### src/rtl/core/xorshift_permutation_generator_top_macros.svh
// ----------------------------------------------------------------------------
// xorshift_permutation_generator_top_macros.svh
// Assertion macros shared by the permutation generator RTL.
// ----------------------------------------------------------------------------
`ifndef XORSHIFT_PERMUTATION_GENERATOR_TOP_MACROS_SVH
`define XORSHIFT_PERMUTATION_GENERATOR_TOP_MACROS_SVH

// Same-cycle implication, disabled while reset is asserted.
`define XPG_ASSERT_IMPL(label, clk, rst_n, ante, cons, msg) \
  label: assert property (@(posedge clk) disable iff (!rst_n) (ante) |-> (cons)) \
    else $error(msg);

// Next-cycle implication, disabled while reset is asserted.
`define XPG_ASSERT_NEXT(label, clk, rst_n, ante, cons, msg) \
  label: assert property (@(posedge clk) disable iff (!rst_n) (ante) |=> (cons)) \
    else $error(msg);

`endif

### src/rtl/core/xpg_pkg.sv
// ----------------------------------------------------------------------------
// xpg_pkg
// Shared types, constants and the xorshift32 step for the permutation
// generator.
// ----------------------------------------------------------------------------
`default_nettype none

package xpg_pkg;

  localparam int SEED_W   = 32;
  localparam int STEP_W   = $clog2(SEED_W);
  localparam int COUNT_W  = 5;
  localparam int FIELD_W  = 4;
  localparam int CFG_DW   = 8;
  localparam int OUT_DW   = 8;
  localparam logic [COUNT_W-1:0] COUNT_RESET = 5'd15;

  localparam int XS_SHL_A = 13;
  localparam int XS_SHR_B = 17;
  localparam int XS_SHL_C = 5;

  typedef enum logic [3:0] {
    ST_IDLE,
    ST_FILL,
    ST_ADVANCE,
    ST_DIVIDE,
    ST_READ,
    ST_SWAP_I,
    ST_SWAP_J,
    ST_EMIT_RD,
    ST_EMIT_WAIT
  } xpg_state_t;

  function automatic logic [SEED_W-1:0] xs32_next(input logic [SEED_W-1:0] v);
    logic [SEED_W-1:0] a;
    logic [SEED_W-1:0] b;
    a = v ^ (v << XS_SHL_A);
    b = a ^ (a >> XS_SHR_B);
    return b ^ (b << XS_SHL_C);
  endfunction

endpackage

`default_nettype wire

### src/rtl/core/xpg_modulo.sv
// ----------------------------------------------------------------------------
// xpg_modulo
// Bit-serial restoring remainder unit: 32-bit dividend modulo a narrow
// divisor, one dividend bit per cycle.
// ----------------------------------------------------------------------------
`default_nettype none

module xpg_modulo #(
  parameter int DW = 5
) (
  input  wire                      clk,
  input  wire                      rst_n,
  input  wire                      start,
  input  wire [xpg_pkg::SEED_W-1:0] dividend,
  input  wire [DW-1:0]             divisor,
  output logic                     done,
  output logic [DW-1:0]            remainder
);
  import xpg_pkg::*;

  logic                busy_r, busy_nxt;
  logic                done_r, done_nxt;
  logic [STEP_W-1:0]   cnt_r, cnt_nxt;
  logic [SEED_W-1:0]   x_r, x_nxt;
  logic [DW-1:0]       rem_r, rem_nxt;
  logic [DW-1:0]       div_r, div_nxt;
  logic [DW:0]         shifted;
  logic [DW:0]         diff;

  // Bring in the next dividend bit and subtract the divisor when it fits.
  assign shifted = {rem_r, x_r[SEED_W-1]};
  assign diff    = shifted - {1'b0, div_r};

  always_comb begin
    busy_nxt = busy_r;
    done_nxt = 1'b0;
    cnt_nxt  = cnt_r;
    x_nxt    = x_r;
    rem_nxt  = rem_r;
    div_nxt  = div_r;
    if (start) begin
      busy_nxt = 1'b1;
      cnt_nxt  = '0;
      x_nxt    = dividend;
      rem_nxt  = '0;
      div_nxt  = divisor;
    end else if (busy_r) begin
      x_nxt   = x_r << 1;
      rem_nxt = (shifted >= {1'b0, div_r}) ? diff[DW-1:0] : shifted[DW-1:0];
      cnt_nxt = cnt_r + STEP_W'(1);
      if (cnt_r == STEP_W'(SEED_W - 1)) begin
        busy_nxt = 1'b0;
        done_nxt = 1'b1;
      end
    end
  end

  always_ff @(posedge clk) begin
    if (!rst_n) begin
      busy_r <= 1'b0;
      done_r <= 1'b0;
      cnt_r  <= '0;
    end else begin
      busy_r <= busy_nxt;
      done_r <= done_nxt;
      cnt_r  <= cnt_nxt;
    end
  end

  always_ff @(posedge clk) begin
    x_r   <= x_nxt;
    rem_r <= rem_nxt;
    div_r <= div_nxt;
  end

  assign done      = done_r;
  assign remainder = rem_r;

endmodule

`default_nettype wire

### src/rtl/core/xpg_table.sv
// ----------------------------------------------------------------------------
// xpg_table
// Order table: one write port and two registered read ports.
// ----------------------------------------------------------------------------
`default_nettype none

module xpg_table #(
  parameter int DEPTH = 16,
  parameter int AW    = 4
) (
  input  wire          clk,
  input  wire          we,
  input  wire [AW-1:0] waddr,
  input  wire [AW-1:0] wdata,
  input  wire          re,
  input  wire [AW-1:0] raddr_a,
  input  wire [AW-1:0] raddr_b,
  output logic [AW-1:0] rdata_a,
  output logic [AW-1:0] rdata_b
);

  logic [AW-1:0] mem [DEPTH];

  always_ff @(posedge clk) begin
    if (we) begin
      mem[waddr] <= wdata;
    end
  end

  always_ff @(posedge clk) begin
    if (re) begin
      rdata_a <= mem[raddr_a];
      rdata_b <= mem[raddr_b];
    end
  end

endmodule

`default_nettype wire

### src/rtl/core/xorshift_permutation_generator_top.sv
// Per seed: the table is filled with 0..n-1, then each of the n-1 swaps takes
// one xorshift step, the bit-serial remainder unit, a table read and two table
// writes; each emitted entry takes a table read and a wait for out_tready.
// The remainder unit dominates the time per seed.
// Throughput: one seed at a time; in_tready is high only while idle.
// Reset (rst_n low, synchronous): idle, entry_count = 15, generator state 0.
// ----------------------------------------------------------------------------
// xorshift_permutation_generator_top
// Fisher-Yates shuffle of 0..n-1 driven by xorshift32, streamed out in order.
// ----------------------------------------------------------------------------
`default_nettype none

`include "xorshift_permutation_generator_top_macros.svh"

module xorshift_permutation_generator_top #(
  parameter int MAX_ENTRIES = 16
) (
  input  wire                        clk,
  input  wire                        rst_n,
  // Configuration: entry_count in [4:0].
  input  wire                        cfg_tvalid,
  output logic                       cfg_tready,
  input  wire [xpg_pkg::CFG_DW-1:0]  cfg_tdata,
  // Seed in [31:0].
  input  wire                        in_tvalid,
  output logic                       in_tready,
  input  wire [xpg_pkg::SEED_W-1:0]  in_tdata,
  // position in [3:0], entry_value in [7:4].
  output logic                       out_tvalid,
  input  wire                        out_tready,
  output logic [xpg_pkg::OUT_DW-1:0] out_tdata,
  output logic                       out_tlast
);
  import xpg_pkg::*;

  localparam int IW = $clog2(MAX_ENTRIES);
  localparam int CW = $clog2(MAX_ENTRIES + 1);

  xpg_state_t          state_r, state_nxt;
  logic [COUNT_W-1:0]  count_r, count_nxt;
  logic [SEED_W-1:0]   gen_r, gen_nxt;
  logic [IW-1:0]       i_r, i_nxt;
  logic [IW-1:0]       j_r, j_nxt;
  logic [IW-1:0]       k_r, k_nxt;
  logic [CW-1:0]       n_r, n_nxt;
  logic [CW-1:0]       n_sat;
  logic                k_at_end;

  logic                tbl_we;
  logic [IW-1:0]       tbl_waddr;
  logic [IW-1:0]       tbl_wdata;
  logic                tbl_re;
  logic [IW-1:0]       tbl_raddr_a;
  logic [IW-1:0]       tbl_raddr_b;
  logic [IW-1:0]       tbl_rdata_a;
  logic [IW-1:0]       tbl_rdata_b;

  logic                div_start;
  logic                div_done;
  logic [CW-1:0]       div_rem;
  logic [SEED_W-1:0]   gen_step;

  logic                in_xfer;
  logic                out_xfer;

  assign n_sat    = (int'(count_r) > MAX_ENTRIES) ? CW'(MAX_ENTRIES) : CW'(count_r);
  assign k_at_end = (CW'(k_r) + CW'(1)) == n_r;
  assign gen_step = xs32_next(gen_r);
  assign in_xfer  = in_tvalid && in_tready;
  assign out_xfer = out_tvalid && out_tready;

  xpg_table #(
    .DEPTH (MAX_ENTRIES),
    .AW    (IW)
  ) u_table (
    .clk     (clk),
    .we      (tbl_we),
    .waddr   (tbl_waddr),
    .wdata   (tbl_wdata),
    .re      (tbl_re),
    .raddr_a (tbl_raddr_a),
    .raddr_b (tbl_raddr_b),
    .rdata_a (tbl_rdata_a),
    .rdata_b (tbl_rdata_b)
  );

  xpg_modulo #(
    .DW (CW)
  ) u_modulo (
    .clk       (clk),
    .rst_n     (rst_n),
    .start     (div_start),
    .dividend  (gen_step),
    .divisor   (CW'(i_r) + CW'(1)),
    .done      (div_done),
    .remainder (div_rem)
  );

  // Next state.
  always_comb begin
    state_nxt = state_r;
    unique case (state_r)
      ST_IDLE: begin
        if (in_xfer && (n_sat != '0)) begin
          state_nxt = ST_FILL;
        end
      end
      ST_FILL: begin
        if (k_at_end) begin
          state_nxt = (n_r == CW'(1)) ? ST_EMIT_RD : ST_ADVANCE;
        end
      end
      ST_ADVANCE: state_nxt = ST_DIVIDE;
      ST_DIVIDE: begin
        if (div_done) begin
          state_nxt = ST_READ;
        end
      end
      ST_READ:   state_nxt = ST_SWAP_I;
      ST_SWAP_I: state_nxt = ST_SWAP_J;
      ST_SWAP_J: state_nxt = (i_r == IW'(1)) ? ST_EMIT_RD : ST_ADVANCE;
      ST_EMIT_RD: state_nxt = ST_EMIT_WAIT;
      ST_EMIT_WAIT: begin
        if (out_tready) begin
          state_nxt = k_at_end ? ST_IDLE : ST_EMIT_RD;
        end
      end
      default: state_nxt = ST_IDLE;
    endcase
  end

  // Control outputs.
  always_comb begin
    in_tready   = 1'b0;
    out_tvalid  = 1'b0;
    tbl_we      = 1'b0;
    tbl_waddr   = k_r;
    tbl_wdata   = k_r;
    tbl_re      = 1'b0;
    tbl_raddr_a = i_r;
    tbl_raddr_b = j_r;
    div_start   = 1'b0;
    unique case (state_r)
      ST_IDLE:    in_tready = 1'b1;
      ST_FILL:    tbl_we = 1'b1;
      ST_ADVANCE: div_start = 1'b1;
      ST_DIVIDE:  ;
      ST_READ:    tbl_re = 1'b1;
      ST_SWAP_I: begin
        tbl_we    = 1'b1;
        tbl_waddr = i_r;
        tbl_wdata = tbl_rdata_b;
      end
      ST_SWAP_J: begin
        // Read data still holds the entry at i from before the first write.
        tbl_we    = 1'b1;
        tbl_waddr = j_r;
        tbl_wdata = tbl_rdata_a;
      end
      ST_EMIT_RD: begin
        tbl_re      = 1'b1;
        tbl_raddr_a = k_r;
      end
      ST_EMIT_WAIT: out_tvalid = 1'b1;
      default: ;
    endcase
  end

  // Datapath registers.
  always_comb begin
    count_nxt = count_r;
    gen_nxt   = gen_r;
    i_nxt     = i_r;
    j_nxt     = j_r;
    k_nxt     = k_r;
    n_nxt     = n_r;
    if (cfg_tvalid && cfg_tready) begin
      count_nxt = cfg_tdata[COUNT_W-1:0];
    end
    case (state_r)
      ST_IDLE: begin
        if (in_xfer) begin
          gen_nxt = in_tdata;
          n_nxt   = n_sat;
          k_nxt   = '0;
          i_nxt   = '0;
        end
      end
      ST_FILL: begin
        if (k_at_end) begin
          k_nxt = '0;
          i_nxt = IW'(n_r - CW'(1));
        end else begin
          k_nxt = k_r + IW'(1);
        end
      end
      ST_ADVANCE: gen_nxt = gen_step;
      ST_DIVIDE: begin
        if (div_done) begin
          j_nxt = div_rem[IW-1:0];
        end
      end
      ST_SWAP_J:  i_nxt = i_r - IW'(1);
      ST_EMIT_WAIT: begin
        if (out_tready && !k_at_end) begin
          k_nxt = k_r + IW'(1);
        end
      end
      default: ;
    endcase
  end

  always_ff @(posedge clk) begin
    if (!rst_n) begin
      state_r <= ST_IDLE;
      count_r <= COUNT_RESET;
      gen_r   <= '0;
      i_r     <= '0;
      k_r     <= '0;
      n_r     <= '0;
    end else begin
      state_r <= state_nxt;
      count_r <= count_nxt;
      gen_r   <= gen_nxt;
      i_r     <= i_nxt;
      k_r     <= k_nxt;
      n_r     <= n_nxt;
    end
  end

  always_ff @(posedge clk) begin
    j_r <= j_nxt;
  end

  assign cfg_tready = 1'b1;
  assign out_tdata  = {FIELD_W'(tbl_rdata_a), FIELD_W'(k_r)};
  assign out_tlast  = k_at_end;

  `XPG_ASSERT_IMPL(a_ready_excl, clk, rst_n, in_tready, !out_tvalid, "input ready while result pending")
  `XPG_ASSERT_NEXT(a_last_to_idle, clk, rst_n, out_xfer && out_tlast, in_tready, "not idle after last transfer")
  `XPG_ASSERT_IMPL(a_waddr_range, clk, rst_n, tbl_we, CW'(tbl_waddr) < n_r, "table write beyond entry count")
  `XPG_ASSERT_NEXT(a_start_div, clk, rst_n, div_start, state_r == ST_DIVIDE && !div_done, "remainder unit not running after start")

endmodule

`default_nettype wire

### config.mk
export PLATFORM = sky130hd
export DESIGN_NAME = xorshift_permutation_generator_top
export DESIGN_NICKNAME = d
export VERILOG_FILES = /design/src/rtl/core/xpg_pkg.sv /design/src/rtl/core/xpg_modulo.sv /design/src/rtl/core/xpg_table.sv /design/src/rtl/core/xorshift_permutation_generator_top.sv
export VERILOG_INCLUDE_DIRS = /design/src /design/src/rtl/core
export SDC_FILE = /design/constraint.sdc
export NUM_CORES = 1
export LEC_CHECK = 0
export ABC_AREA = 1
export BUFFER_PORTS_ARGS = -buffer_cell sky130_fd_sc_hd__buf_4
export CORE_UTILIZATION = 45
export CTS_BUF_LIST = sky130_fd_sc_hd__clkbuf_8
export DETAILED_ROUTE_END_ITERATION = 7
export PLACE_DENSITY_LB_ADDON = 0.2
export SLEW_MARGIN = 15
export SYNTH_ARGS = -nofsm -noshare
export SYNTH_HDL_FRONTEND = slang
export SYNTH_SLANG_ARGS = --single-unit
### constraint.sdc
create_clock -name clk -period 1.94 [get_ports clk]
set_input_delay 0.194 -clock clk [delete_from_list [all_inputs] [get_ports clk]]
set_output_delay 0.194 -clock clk [all_outputs]
set_load 0.02 [all_outputs]
==> results.cfg <==
[die]
start_util_pct = 45.8
die_h_um = 145
rows = 52
die-area_um2 = 21100
die_w_um = 145
ioPinCount = 57
coreArea_um2 = 20200

[clock_network]
clk_pin_slew_ns = 0.09
htree_num_levels = 4
numCtsBuffers = 17
clkSinkCount = 179
tritoncts = done
clock-root-buffer = clkbuf_8
cts.path.max_buffers = 2
clock_latency_ns = 0.47

[critical_path]
cp-start-kind = register
r2r_cells = 11
r2r_end = u_table.mem[0][3]
r2r-start = state_r[2]
critPathRequiredTime_ns = 2.12
r2r_slack_ns = -0.08
critical_path_class = register to register
crit_path_max_fanout = 5
critPathArrivalTime_ns = 2.21
cp-end-kind = register

[yosys]
synth_top_area_share_pct = 36.7
synth_seq_cells = 179
synth_area_leaders = edfxtp_1 37%, dfxtp_1 14%, nand2_1 11%, inv_1 4.6%, nand3_1 4.6%
ys_warn_count = 0
synth_edf_count = 113
ys_seq_area_share_pct = 51.1
synth_cells = 1091
synth-main-ff-cell = edfxtp_1
syn_nets = 1150
async_flop_share_pct = 0
yosysTopAreaCell = edfxtp_1
synth_area_per_cell_um2 = 8.46
synth_cell_types = 44
synthesis.area_um2 = 9230

[routing]
drtIter0Drc = 630
drtPass1Iterations = 5
wl_um = 25300
drt-vias-per-instance = 5.30
drc = 0
vias = 8127
ant_nets = 0
wl_per_cell_um = 16.5

[power_and_ir_drop]
p_switching_mw = 5.70
p_total_mw = 14.3
p_sw_share_pct = 39.9
pwr-share-comb_pct = 44.6
ir_worst_vdd_mv = 0.639
leakagePower_nw = 4.98
seqPwrFrac_pct = 38.0
cellPowerDensity_nw_per_um2 = 1210
internal_power_mw = 8.58
pwr-share-clk_pct = 17.5

[outcome]
violations = setup timing
status = finished, violations left

[sta]
hold_violations = 0
slew_headroom_pct = 59.1
fin_crit_sh_pct = 104
setup_viol = 50
worst_pin_slew_ns = 0.612
fin_skew_ns = 0.0192
finalCriticalPeriod_ns = 2.02
timing.final.max_slew_violations = 0
fmax_mhz = 494
rsz0062_at_grt = true
worst_slack_ns = -0.0837

[global_route]
grt_pass1_vias = 7623
grt_pass1_wl_um = 38800
grt_start_max_net_pins = 41
grtUsageTotal_pct = 23.6
overflow = 0
grt_antenna_before_repair = 0

[cells_and_area]
drive_gt1_share_pct = 23.9
nFillCells = 1774
n_antenna_cell = 0
area_growth_pct = 27.7
finalNetCount = 1308
fin_util_pct = 58.5
layout_common_cells = 249 x nand2_1, 132 x buf_4, 113 x edfxtp_1
final_common_cell = nand2_1

[min_path]
hold_depth = 3
min_from = rst_n
min_to = i_r[2]
hp-class = primary input to register

[placed_design]
gp_congestion = 0.882
io_buffers = 52
dp_hpwl_um = 17100

[run]
maxCapViolCount = 0
[worst max path at each step]
| stage | from | to | slack, ns | depth (start not counted) |
|---|---|---|---|---|
| 6_report | state_r[2] | u_table.mem[0][3] | -0.08 | 11 |
| 5_1_grt | state_r[2] | u_table.mem[0][3] | -0.17 | 11 |
| 4_1_cts | k_r[0] | out_tlast | -0.05 | 8 |
| 3_5_place_dp | state_r[2] | u_table.mem[12][2] | -0.08 | 11 |
| 3_3_place_gp | state_r[2] | u_table.mem[1][2] | -0.05 | 11 |
| 2_1_floorplan | state_r[3] | u_modulo.x_r[0] | 0.06 | 5 |
[worst max-delay path, stage by stage, from the launching register on]
cell and delay, ns:
dfxtp_2 0.35, inv_2 0.05, nor2_4 0.13, nand2_2 0.09, nor2_4 0.20, nor2_4 0.08
nand2_2 0.11, o221ai_4 0.15, inv_2 0.16, nand3_4 0.14, nor2_1 0.14, buf_4 0.15
[cell usage after synthesis, types with 2 or more instances]
library cell  count
a21oi_1          67
a221o_1           2
a22o_1            4
a31oi_1           5
buf_1             4
buf_2            14
buf_4             4
clkbuf_1         19
clkinv_1          2
dfxtp_1          66
edfxtp_1        113
ha_1             13
inv_1           114
inv_2            10
nand2_1         277
nand2_2           4
nand3_1          85
nand3b_1          2
nand4_1           6
nor2_1           72
nor2_2            3
nor2_4            3
nor3_1            4
o2111ai_1         4
o211ai_1         35
o21ai_0          76
o21ai_1           3
o221ai_1         11
o221ai_2          2
o22ai_1           4
o31ai_1           2
or2_2             7
xnor2_1          24
xor2_1           20
[layer usage]
metal,up-vias,global-route usage [%],routed length (µm)
li1,4004,-,-
met1,3797,31.0,11000
met2,279,39.3,12100
met3,47,3.30,1440
met4,0,9.68,646
met5,-,0,0
[kinds of logic (layout without fill, tap and decap cells)]
logic type	Yosys count	count (layout)	share of synthesized area [%]
fa+ha+maj	14	14	1.98
other cells	1	1	0.0406
compound gates	219	219	14.3
buf+inv	168	339	7.26
xor+xnor	44	44	4.17
flops	179	179	51.1
simple gates	466	466	21.2
[power groups by stage]
stage	clock network, mW	registers (mW)	logic (mW)
final	2.50	5.42	6.37
after global routing	2.70	5.50	7.04
after CTS	2.56	5.41	5.90
after detailed placement	0	5.48	5.68
after global placement	0	5.48	5.60
after floorplan	0	5.35	3.79
[final cells by class]
cell class | count | area (µm²) | share of cell area (%)
Inverter | 126 | 484 | 4.11
Clock buffer | 19 | 262 | 2.22
Clock inverter | 13 | 123 | 1.04
Multi-Input combinational cell | 744 | 4200 | 35.6
Timing Repair inverter | 1 | 8.76 | 0.0743
Timing Repair Buffer | 180 | 1650 | 14.0
Sequential cell | 179 | 4730 | 40.1
Tap cell | 270 | 338 | 2.87
[metrics by stage]
| stage | TNS [ns] | std cells | hold slack, ns | setup slack (ns) | area (µm²) |
|---|---|---|---|---|---|
| 3_3_place_gp | -1.45 | 1457 | 0.412 | -0.0503 | 10600 |
| 4_1_cts | -0.0870 | 1520 | 0.000261 | -0.0517 | 11400 |
| 2_1_floorplan | 0 | 1091 | 0.320 | 0.0581 | 9240 |
| 5_1_grt | -7.70 | 1532 | 0.00351 | -0.166 | 11800 |
| 3_5_place_dp | -2.96 | 1457 | 0.419 | -0.0782 | 10600 |
| 6_report | -1.62 | 1532 | 0.0245 | -0.0837 | 11800 |
[state kept, by name, summed over array words and instances (netlist names)]
name	cells
u_modulo.x_r	32
state_r	4
u_table.rdata_b	4
u_table.rdata_a	4
k_r	4
u_modulo.div_r	5
gen_r	32
u_modulo.remainder	5
j_r	4
u_modulo.busy_r	1
u_modulo.cnt_r	5
count_r	5
i_r	4
u_modulo.done	1
n_r	5
u_table.mem	64
[timing repair]
item,CTS,global route
resized for setup,42,80
pin swaps,6,31
setup buffers,13,11
cloned,0,6
setup endpoints to repair,75,89
endpoints found under the hold margin,11,0
hold buffers,18,0
Power figures use the tool's default switching activity.
